[src/hdl/s1sh_pkg.sv]
// s1sh_pkg: shared types, constants and round helpers for the SHA-1 stream hasher.
// No dependencies.
package s1sh_pkg;
	localparam logic [31:0] K0 = 32'h5a827999;
	localparam logic [31:0] K1 = 32'h6ed9eba1;
	localparam logic [31:0] K2 = 32'h8f1bbcdc;
	localparam logic [31:0] K3 = 32'hca62c1d6;
	localparam logic [31:0] H0 = 32'h67452301;
	localparam logic [31:0] H1 = 32'hefcdab89;
	localparam logic [31:0] H2 = 32'h98badcfe;
	localparam logic [31:0] H3 = 32'h10325476;
	localparam logic [31:0] H4 = 32'hc3d2e1f0;
	localparam logic [7:0] PAD_BYTE = 8'h80;
	localparam int QDEPTH = 4;

	typedef enum logic {OP_ABSORB = 1'b0, OP_FINISH = 1'b1} op_t;

	// item passed from front to back
	typedef struct packed {
		op_t op;
		logic [7:0] data;
	} qitem_t;

	typedef enum logic [2:0] {
		BK_IDLE, BK_PADFILL, BK_LEN, BK_ROUND, BK_EMIT
	} bk_state_t;

	function automatic logic [31:0] rol(input logic [31:0] x, input int n);
		rol = (x << n) | (x >> (32 - n));
	endfunction
endpackage

[src/hdl/s1sh_front.sv]
// s1sh_front: input acceptance and item queue between ports and the hash engine.
// Depends on s1sh_pkg.
module s1sh_front (
	input logic clk,
	input logic arst_n,
	input logic in_valid,
	output logic in_ready,
	input logic in_op,
	input logic [7:0] in_data,
	output logic q_valid,
	input logic q_ready,
	output s1sh_pkg::qitem_t q_item
);
	import s1sh_pkg::*;

	qitem_t mem_q [QDEPTH];
	logic [$clog2(QDEPTH)-1:0] wp_q, rp_q;
	logic [$clog2(QDEPTH):0] cnt_q;
	logic push, pop;

	// classify item and push to queue
	assign in_ready = (cnt_q != QDEPTH[$clog2(QDEPTH):0]);
	assign push = in_valid && in_ready;
	assign q_valid = (cnt_q != '0);
	assign pop = q_valid && q_ready;
	assign q_item = mem_q[rp_q];

	always_ff @(posedge clk) begin
		if (push) begin
			mem_q[wp_q] <= '{op: op_t'(in_op), data: in_data};
		end
	end

	always_ff @(posedge clk or negedge arst_n) begin
		if (!arst_n) begin
			wp_q <= '0;
			rp_q <= '0;
			cnt_q <= '0;
		end else begin
			if (push) wp_q <= wp_q + 1'b1;
			if (pop) rp_q <= rp_q + 1'b1;
			cnt_q <= cnt_q + {{$clog2(QDEPTH){1'b0}}, push} - {{$clog2(QDEPTH){1'b0}}, pop};
		end
	end
endmodule

[src/hdl/s1sh_back.sv]
// s1sh_back: block buffer, padding, 80-round compression and digest emit.
// Depends on s1sh_pkg.
module s1sh_back (
	input logic clk,
	input logic arst_n,
	input logic q_valid,
	output logic q_ready,
	input s1sh_pkg::qitem_t q_item,
	output logic out_valid,
	input logic out_ready,
	output logic [31:0] digest_word,
	output logic [2:0] word_index,
	output logic last_word
);
	import s1sh_pkg::*;

	bk_state_t state_q, state_d;
	// 16-word sliding schedule window; bytes shift in at word 15
	logic [31:0] w_q [16];
	logic [31:0] h_q [5];
	logic [31:0] a_q, b_q, c_q, d_q, e_q;
	logic [63:0] cnt_q, len_q;
	logic [5:0] pos_q;
	logic [6:0] rnd_q;
	logic [2:0] len_idx_q;
	logic [2:0] widx_q;
	logic fin_q;

	logic take, shift_en, fill_done;
	logic [7:0] shift_byte;
	logic [31:0] f, k, t, wnew, wrnd;
	logic [31:0] dw [5];

	// next-state and handshake
	always_comb begin
		state_d = state_q;
		take = 1'b0;
		shift_en = 1'b0;
		shift_byte = q_item.data;
		q_ready = 1'b0;
		case (state_q)
			BK_IDLE: begin
				q_ready = 1'b1;
				if (q_valid) begin
					take = 1'b1;
					shift_en = 1'b1;
					if (q_item.op == OP_FINISH) begin
						shift_byte = PAD_BYTE;
						if (pos_q == 6'd63) state_d = BK_ROUND;
						else if (pos_q == 6'd55) state_d = BK_LEN;
						else state_d = BK_PADFILL;
					end else if (pos_q == 6'd63) begin
						state_d = BK_ROUND;
					end
				end
			end
			BK_PADFILL: begin
				shift_en = 1'b1;
				shift_byte = 8'h00;
				if (pos_q == 6'd63) state_d = BK_ROUND;
				else if (pos_q == 6'd55) state_d = BK_LEN;
			end
			BK_LEN: begin
				shift_en = 1'b1;
				shift_byte = len_q[63 - 8*len_idx_q -: 8];
				if (pos_q == 6'd63) state_d = BK_ROUND;
			end
			BK_ROUND: begin
				if (rnd_q == 7'd80) begin
					if (!fin_q) state_d = BK_IDLE;
					else if (fill_done) state_d = BK_EMIT;
					else if (pos_q == 6'd56) state_d = BK_LEN;
					else state_d = BK_PADFILL;
				end
			end
			BK_EMIT: begin
				if (out_ready && widx_q == 3'd4) state_d = BK_IDLE;
			end
			default: state_d = BK_IDLE;
		endcase
	end

	// fill_done: length already placed in the block just compressed
	logic lenin_q;
	assign fill_done = lenin_q;

	// round function
	always_comb begin
		if (rnd_q < 7'd20) begin
			f = (b_q & c_q) | (~b_q & d_q); k = K0;
		end else if (rnd_q < 7'd40) begin
			f = b_q ^ c_q ^ d_q; k = K1;
		end else if (rnd_q < 7'd60) begin
			f = (b_q & c_q) | (b_q & d_q) | (c_q & d_q); k = K2;
		end else begin
			f = b_q ^ c_q ^ d_q; k = K3;
		end
		wnew = rol(w_q[13] ^ w_q[8] ^ w_q[2] ^ w_q[0], 1);
		wrnd = w_q[0];
		t = rol(a_q, 5) + f + e_q + wrnd + k;
	end

	always_comb begin
		for (int i = 0; i < 5; i++) dw[i] = h_q[i];
	end

	assign out_valid = (state_q == BK_EMIT);
	assign digest_word = dw[widx_q];
	assign word_index = widx_q;
	assign last_word = (widx_q == 3'd4);

	// schedule window and working registers
	always_ff @(posedge clk) begin
		if (shift_en) begin
			// align: words shift once per 4 bytes
			if (pos_q[1:0] == 2'd0) begin
				for (int i = 0; i < 15; i++) w_q[i] <= w_q[i+1];
			end
			w_q[15] <= {w_q[15][23:0], shift_byte};
		end else if (state_q == BK_ROUND && rnd_q != 7'd80) begin
			for (int i = 0; i < 15; i++) w_q[i] <= w_q[i+1];
			w_q[15] <= wnew;
			e_q <= d_q; d_q <= c_q; c_q <= rol(b_q, 30); b_q <= a_q; a_q <= t;
		end
		if (state_d == BK_ROUND && state_q != BK_ROUND) begin
			a_q <= h_q[0]; b_q <= h_q[1]; c_q <= h_q[2]; d_q <= h_q[3]; e_q <= h_q[4];
		end
	end

	always_ff @(posedge clk or negedge arst_n) begin
		if (!arst_n) begin
			state_q <= BK_IDLE;
			h_q <= '{H0, H1, H2, H3, H4};
			cnt_q <= '0;
			len_q <= '0;
			pos_q <= '0;
			rnd_q <= '0;
			len_idx_q <= '0;
			widx_q <= '0;
			fin_q <= 1'b0;
			lenin_q <= 1'b0;
		end else begin
			state_q <= state_d;
			if (take && q_item.op == OP_ABSORB) cnt_q <= cnt_q + 64'd8;
			if (take && q_item.op == OP_FINISH) begin
				fin_q <= 1'b1;
				len_q <= cnt_q;
				lenin_q <= 1'b0;
			end
			if (shift_en) pos_q <= pos_q + 1'b1;
			if (state_q == BK_LEN) begin
				len_idx_q <= len_idx_q + 1'b1;
				if (len_idx_q == 3'd7) lenin_q <= 1'b1;
			end
			if (state_q == BK_ROUND) begin
				if (rnd_q == 7'd80) begin
					rnd_q <= '0;
					h_q[0] <= h_q[0] + a_q; h_q[1] <= h_q[1] + b_q;
					h_q[2] <= h_q[2] + c_q; h_q[3] <= h_q[3] + d_q;
					h_q[4] <= h_q[4] + e_q;
				end else begin
					rnd_q <= rnd_q + 1'b1;
				end
			end
			if (state_q == BK_EMIT && out_ready) begin
				if (widx_q == 3'd4) begin
					widx_q <= '0;
					h_q <= '{H0, H1, H2, H3, H4};
					cnt_q <= '0;
					pos_q <= '0;
					fin_q <= 1'b0;
					lenin_q <= 1'b0;
					len_idx_q <= '0;
				end else begin
					widx_q <= widx_q + 1'b1;
				end
			end
		end
	end
endmodule

[src/hdl/sha1_stream_hasher.sv]
// sha1_stream_hasher: top level of the byte-serial SHA-1 hasher.
// Depends on s1sh_pkg, s1sh_front, s1sh_back.
//
//   channel | signals                               | direction
//   in      | in_valid/in_ready, op, data_byte      | item in
//   out     | out_valid/out_ready, digest_word,     | item out
//           | word_index, last_word                 |
//
// Every 64th absorbed byte starts a compression (one round per cycle in the back
// engine). Finish takes any zero fill and the length, one or two compressions, then
// five output items, each held while out_ready is low. A 4-item queue lets input be
// taken while the engine works; in_ready drops only when it is full. Reset returns
// to the SHA-1 initial values.
module sha1_stream_hasher (
	input logic clk,
	input logic arst_n,
	input logic in_valid,
	output logic in_ready,
	input logic op,
	input logic [7:0] data_byte,
	output logic out_valid,
	input logic out_ready,
	output logic [31:0] digest_word,
	output logic [2:0] word_index,
	output logic last_word
);
	import s1sh_pkg::*;

	logic q_valid, q_ready;
	qitem_t q_item;

	s1sh_front u_front (
		.clk(clk), .arst_n(arst_n),
		.in_valid(in_valid), .in_ready(in_ready),
		.in_op(op), .in_data(data_byte),
		.q_valid(q_valid), .q_ready(q_ready), .q_item(q_item)
	);

	s1sh_back u_back (
		.clk(clk), .arst_n(arst_n),
		.q_valid(q_valid), .q_ready(q_ready), .q_item(q_item),
		.out_valid(out_valid), .out_ready(out_ready),
		.digest_word(digest_word), .word_index(word_index), .last_word(last_word)
	);
endmodule

[config.mk]
export PLATFORM = sky130hd
export DESIGN_NAME = sha1_stream_hasher
export DESIGN_NICKNAME = d
export VERILOG_FILES = /design/src/hdl/s1sh_pkg.sv /design/src/hdl/s1sh_front.sv /design/src/hdl/s1sh_back.sv /design/src/hdl/sha1_stream_hasher.sv
export SDC_FILE = /design/constraint.sdc
export NUM_CORES = 2
export LEC_CHECK = 0
export ABC_CLOCK_PERIOD_IN_PS = 16000
export BUFFER_PORTS_ARGS = -buffer_cell sky130_fd_sc_hd__buf_4
export CELL_PAD_IN_SITES_DETAIL_PLACEMENT = 0
export CELL_PAD_IN_SITES_GLOBAL_PLACEMENT = 1
export CORE_MARGIN = 1.5
export CORE_UTILIZATION = 53
export CTS_CLUSTER_SIZE = 12
export DETAILED_ROUTE_END_ITERATION = 7
export PLACE_DENSITY = 0.79
export SLEW_MARGIN = 20
export SYNTH_ARGS = -nofsm -noshare
export SYNTH_HDL_FRONTEND = slang
export SYNTH_HIERARCHICAL = 1
export SYNTH_SLANG_ARGS = --single-unit
[constraint.sdc]
create_clock -name clk -period 16 [get_ports clk]
set_input_delay 3.2 -clock clk [delete_from_list [all_inputs] [get_ports clk]]
set_output_delay 3.2 -clock clk [all_outputs]
set_load 0.02 [all_outputs]
Word-level counts from Yosys, hierarchy flattened:

Memories as Yosys holds them, arrays and structs flattened.
Cells that the tools add are included.

* memories: 2
* output and inout port bits: 38
* logic and storage cells: 204
* bits in writable memories: 548
* register bits: 479

* multiplexer cells: 93
* reductions and logical operators: 14
* $lt $le $gt $ge: 4
* eq/ne operators: 15
* shifts and indexed selects: 1
* bitwise logic cells: 34
* add/subtract/negate cells: 19

Memory list
* u_back.w_q: depth 16, bits a word 32, read ports 16, clocked after Yosys merged registers in 0, write ports 16, RTL line s1sh_back.sv:19 `logic [31:0] w_q [16];`
* u_front.mem_q: depth 4, bits a word 9, read ports 1, clocked after Yosys merged registers in 0, write ports 1, RTL line s1sh_front.sv:16 `qitem_t mem_q [QDEPTH];`

Operators by type and width (number)
* 32-bit two-way mux: 38
* 160-bit two-way mux: 4
* 32-bit adder: 9
* 64-bit two-way mux: 3
* 32-bit bitwise XOR: 5
* 32-bit bitwise AND: 4
* 32-bit binary-select mux with 3-bit select: 1
* 32-bit OR: 3
* 71-bit by 33-bit variable part select with 8-bit output: 1
* 64-bit by 4-bit adder with 64-bit output (second input constant): 1
* 3-bit two-way mux: 14
* 32-bit inverter: 1
* 32-bit by 1-bit OR with 32-bit output: 1
* 32-bit by 30-bit OR with 32-bit output: 1
* 32-bit by 5-bit OR with 32-bit output: 1
* 31-bit two-way mux: 1
* 8-bit case mux with 3 select lines: 1
* 1-bit two-way mux: 21
* 6-bit equality test (second input constant): 3
* 6-bit two-way mux: 3
* 8-bit two-way mux: 2
* 1-bit OR: 16
* 3-bit case mux with 5 select lines: 1
* 7-bit by 6-bit less-than comparator with 1-bit output (second input constant): 2
* other kinds (29): 43

Longest topological paths before layout:

* depth after elaboration: 13
* gate-level depth with buffers: 28
* mapped depth without buffers: 25

Cells and area by module:

The synthesis kept the hierarchy.

Modules (own cells, without submodules)
* s1sh_back: instances 1, cells an instance 4009, seq. area each 27936.8 µm², area each 50044.2 µm²
* s1sh_front: instances 1, cells an instance 88, seq. area each 1256.2 µm², area each 1775.5 µm²

Worst setup path after synthesis:

No wires, ideal clock.

* path kind: register to register
* start: register u_front.cnt_q[1]
* end: memory u_back.w_q[0][0] (enable)
* setup time: 3.442 ns
* setup slack: 3.263 ns
* period minus slack after synthesis: 12.737 ns
* arrival: 9.295 ns
* required time: 12.558 ns
* stages on the path, launching flop included: 8
* cell sequence: dfrtp_1 > or3_1 > clkbuf_1 > o21a_1 > clkbuf_1 > clkbuf_1 > nand2_1 > nand2_1

RTL lines
* start, declared: RTL line s1sh_front.sv:18 `logic [$clog2(QDEPTH):0] cnt_q;`
* start signal, assigned: RTL line s1sh_front.sv:42 `cnt_q <= cnt_q + {{$clog2(QDEPTH){1'b0}}, push} - {{$clog2(QDEPTH){1'b0}}, pop};`
* end, declared: RTL line s1sh_back.sv:19

Final worst setup path:

* start: register u_back.rnd_q[5]
* end: register u_back.a_q[30], data pin

* longest elaborated chain between the ends: 11

Ends and longest elaborated chain
* start, declared: RTL line s1sh_back.sv:24 `logic [6:0] rnd_q;`
* start signal, assigned: RTL line s1sh_back.sv:162 `rnd_q <= rnd_q + 1'b1;`
* 7-bit by 6-bit less-than comparator with 1-bit output: RTL line s1sh_back.sv:93 `end else if (rnd_q < 7'd60) begin`
* 32-bit two-way mux: RTL line s1sh_back.sv:93
* 32-bit two-way mux: RTL line s1sh_back.sv:91 `end else if (rnd_q < 7'd40) begin`
* 32-bit two-way mux: RTL line s1sh_back.sv:89 `if (rnd_q < 7'd20) begin`
* 32-bit adder (4 in a row): RTL line s1sh_back.sv:100 `t = rol(a_q, 5) + f + e_q + wrnd + k;`
* 32-bit two-way mux: RTL line s1sh_back.sv:120 `end else if (state_q == BK_ROUND && rnd_q != 7'd80) begin`
* 32-bit two-way mux: RTL line s1sh_back.sv:114 `if (shift_en) begin`
* 32-bit two-way mux *: RTL line s1sh_back.sv:125 `if (state_d == BK_ROUND && state_q != BK_ROUND) begin`
* end signal, assigned: RTL line s1sh_back.sv:123 `e_q <= d_q; d_q <= c_q; c_q <= rol(b_q, 30); b_q <= a_q; a_q <= t;`
* end signal, assigned: RTL line s1sh_back.sv:126 `a_q <= h_q[0]; b_q <= h_q[1]; c_q <= h_q[2]; d_q <= h_q[3]; e_q <= h_q[4];`
* end, declared: RTL line s1sh_back.sv:21 `logic [31:0] a_q, b_q, c_q, d_q, e_q;`

Mark *: on every way between the ends. The rest lies on a longest branch, timed or not. The select of a mux whose other input is x is not followed.
A chain may end at the register's enable or synchronous reset.

==> results.cfg <==
[run_status]
status = finished, violations left
violations = DRC

[synthesis]
postSynthAreaPerCell_um2 = 12.6
yosys.cell_types.count = 87
ys_seq_area_share_pct = 56.3
async_flop_share_pct = 30.7
ys_ff_latch = 1021
yosysWarnings = 6
synth_edf_count = 708
synth-main-ff-cell = edfxtp_1
synth_area_mm2 = 0.0518
synth_fp_nets = 4471
synth_cells = 4097

[placed_design]
dpl.hpwl_um = 88300
io_buffers = 50
gp_congestion = 0.904

[floorplanning]
placementRows = 114
die_area_mm2 = 0.0997
die_h_um = 316
core_area_mm2 = 0.0969
die_x_um = 316
initial_utilization_pct = 53.5
ioPinCount = 51

[timing]
layout_min_cycle_time_ps = 6970
fin_tns_setup_ps = 0
fin_skew_ps = 80.3
setup_viol = 0
drv_slew = 0
worstMarginPinSlew_ps = 1120
slew_headroom_pct = 24.9
final-hold-violation-count = 0
max_freq_mhz = 144
fin_crit_sh_pct = 43.6
grt_setup_unrepaired = no

[finish]
fill_cells = 7631
final_nets = 4528
syn_to_final_growth_pct = 10.2
final_layout_size_suffix_gt1_share_pct = 10.7

[clocking]
ctsHoldBuffers = 0
clockRootBuffer = clkbuf_16
clock_sinks = 1021
cts_tree = built
worstSkewPairLatency_ps = 750
post_cts_buffers = 0
cts_inserted_buffers = 106
cts_max_path_buffers = 3
cts.clk_slew.worst_paths_ps = 70
cts_resized = 0
h-tree-depth = 3

[global_routing]
grt_max_degree = 100
grt_pass1_wl_um = 194000
track_usage_pct = 26.1
overflow = 0
antenna_found_initial = 2
grt_pass1_vias = 31300

[route]
wl_um = 128000
routedWlPerCell_um = 23.1
vias = 32400
dr.pass1.iters = 8
viasPerCell = 5.87
remaining_drc_errors = 4
initialDrtViolationCount = 2833
final_antenna_net_count = 0

[setup_path]
cp_max_fo = 36
reg2regPathDepth = 25
crit_required_ps = 16460
crit_type = flop to flop
end_kind = flop
start_kind = flop
worstPathArrival_ps = 7430

[worst_hold_path]
worstHoldPathType = flop to flop
hold_depth = 0

[run]
maxCapViolations = 0
## state kept, by name, summed over array words and instances, names as in the netlist, 3 cells and up
signal and count:
u_back/state_q 3, u_back/a_q 32, u_back/word_index 3, u_back/len_idx_q 3
u_back/b_q 32, u_back/cnt_q 61, u_back/len_q 61, u_front/mem_q 36
u_back/w_q 512, u_back/pos_q 6, u_back/rnd_q 7, u_back/d_q 32
u_front/cnt_q 3, u_back/c_q 32, u_back/dw 160, u_back/e_q 32
## final timing paths
kind                       slack [ps]               from                 to
min in group asynchronous        2540             arst_n      u_back/dw[50]
max in group asynchronous       10570             arst_n   u_back/cnt_q[63]
max                              9030    u_back/rnd_q[5]     u_back/a_q[30]
max reg2reg                      9030    u_back/rnd_q[5]     u_back/a_q[30]
min                               400  u_back/w_q[0][46]  u_back/w_q[0][14]
min reg2reg                       400  u_back/w_q[0][46]  u_back/w_q[0][14]
## per-stage QoR
stage / worst slack (ps) / hold slack [ps] / std cells / instance area (um^2) / util (%)
2_1_floorplan: 3260 / 400 / 4097 / 51800 / -
3_3_place_gp: 9100 / 400 / 5320 / 53600 / 55.3
3_5_place_dp: 9020 / 405 / 5321 / 53600 / 55.4
4_1_cts: 9030 / 380 / 5519 / 57100 / 58.9
5_1_grt: 8610 / 409 / 5520 / 57100 / 59.0
6_report: 9030 / 396 / 5524 / 57100 / 59.0
## routing by layer
| layer | vias to the layer above | routed length [um] | track usage [%] |
|---|---|---|---|
| li1 | 14900 | - | - |
| met1 | 16300 | 57900 | 38.7 |
| met2 | 984 | 57100 | 39.1 |
| met3 | 205 | 8730 | 4.85 |
| met4 | 2 | 3950 | 8.39 |
| met5 | - | 9 | 0 |
## final cells by class
class	count	area (um^2)	area share [%]
Sequential cell	1021	29200	51.1
Antenna cell	4	10.0	0.0175
Tap cell	1276	1600	2.80
Clock buffer	167	2970	5.20
Timing Repair Buffer	86	701	1.23
Clock inverter	31	468	0.819
Multi-Input combinational cell	2684	21200	37.1
Inverter	255	957	1.68
## Yosys cell counts, drive strengths merged, types with 7 or more instances
master / number / area (um^2)
xor2: 110 / 963
mux2i: 14 / 140
ha: 235 / 2940
clkbuf: 114 / 428
fa: 126 / 2520
edfxtp: 708 / 21300
a22oi: 11 / 82.6
nor2b: 52 / 325
o21ai: 250 / 1250
a21o: 73 / 548
o22ai: 11 / 68.8
nor3: 25 / 148
a211oi: 22 / 165
xnor2: 206 / 1800
a2111oi: 8 / 70.1
a211o: 9 / 78.8
o32ai: 20 / 175
or3: 33 / 206
o32a: 11 / 110
buf: 23 / 101
mux2: 190 / 2140
and2: 9 / 56.3
nand2: 391 / 1470
nand4: 32 / 215
a21boi: 7 / 52.6
a31oi: 16 / 100
o21bai: 25 / 188
dfrtp: 233 / 5830
dfstp: 80 / 2100
mux4: 54 / 1220
and3: 32 / 201
inv: 255 / 957
o21a: 27 / 203
o211ai: 68 / 510
nand3: 47 / 235
a21oi: 244 / 1220
nand2b: 33 / 206
nor2: 209 / 787
## cell usage in the layout, fill, tap and decap left out, drive strengths merged, types with 20 or more instances in the layout
cell type,instances
o32ai,20
o21a,27
and3,32
buf,86
nor2b,52
nand4,32
inv,255
or3,33
clkinv,24
xnor2,206
dfrtp,233
a211oi,22
nand2b,33
o21bai,25
a21oi,244
nand3,47
nor2,209
mux2,190
nor3,25
mux4,54
o21ai,250
o211ai,68
xor2,110
nand2,391
a21o,73
edfxtp,708
fa,126
clkbuf,167
ha,235
dfstp,80
## critical path, stage by stage, from the launching register on
cell and delay, ps:
dfrtp_1 480, o21ai_0 220, or3_1 340, buf_4 300
nand2_1 450, buf_4 390, o21ai_0 150, fa_1 500
inv_1 50, fa_1 500, inv_1 50, fa_1 500
inv_1 40, ha_1 350, a21o_1 180, a21o_1 160
a21o_1 210, a2111oi_0 410, a21o_1 120, a21oi_1 50
a211oi_1 450, o21ai_1 170, a21o_1 200, a21oi_1 170
xor2_1 160, o21ai_1 70
## logic make-up after synthesis
group / share of synthesized area (%)
DFF: 56.3
and+or+nand+nor: 7.92
AOI/OAI and AO/OA: 10.2
buffers and inverters: 2.87
adders and majority gates: 10.5
xor gates and xnor gates: 5.34
muxes: 6.75
Power is not shown: default switching activity piles up to over one toggle a cycle in this logic, so the estimate is an artifact.
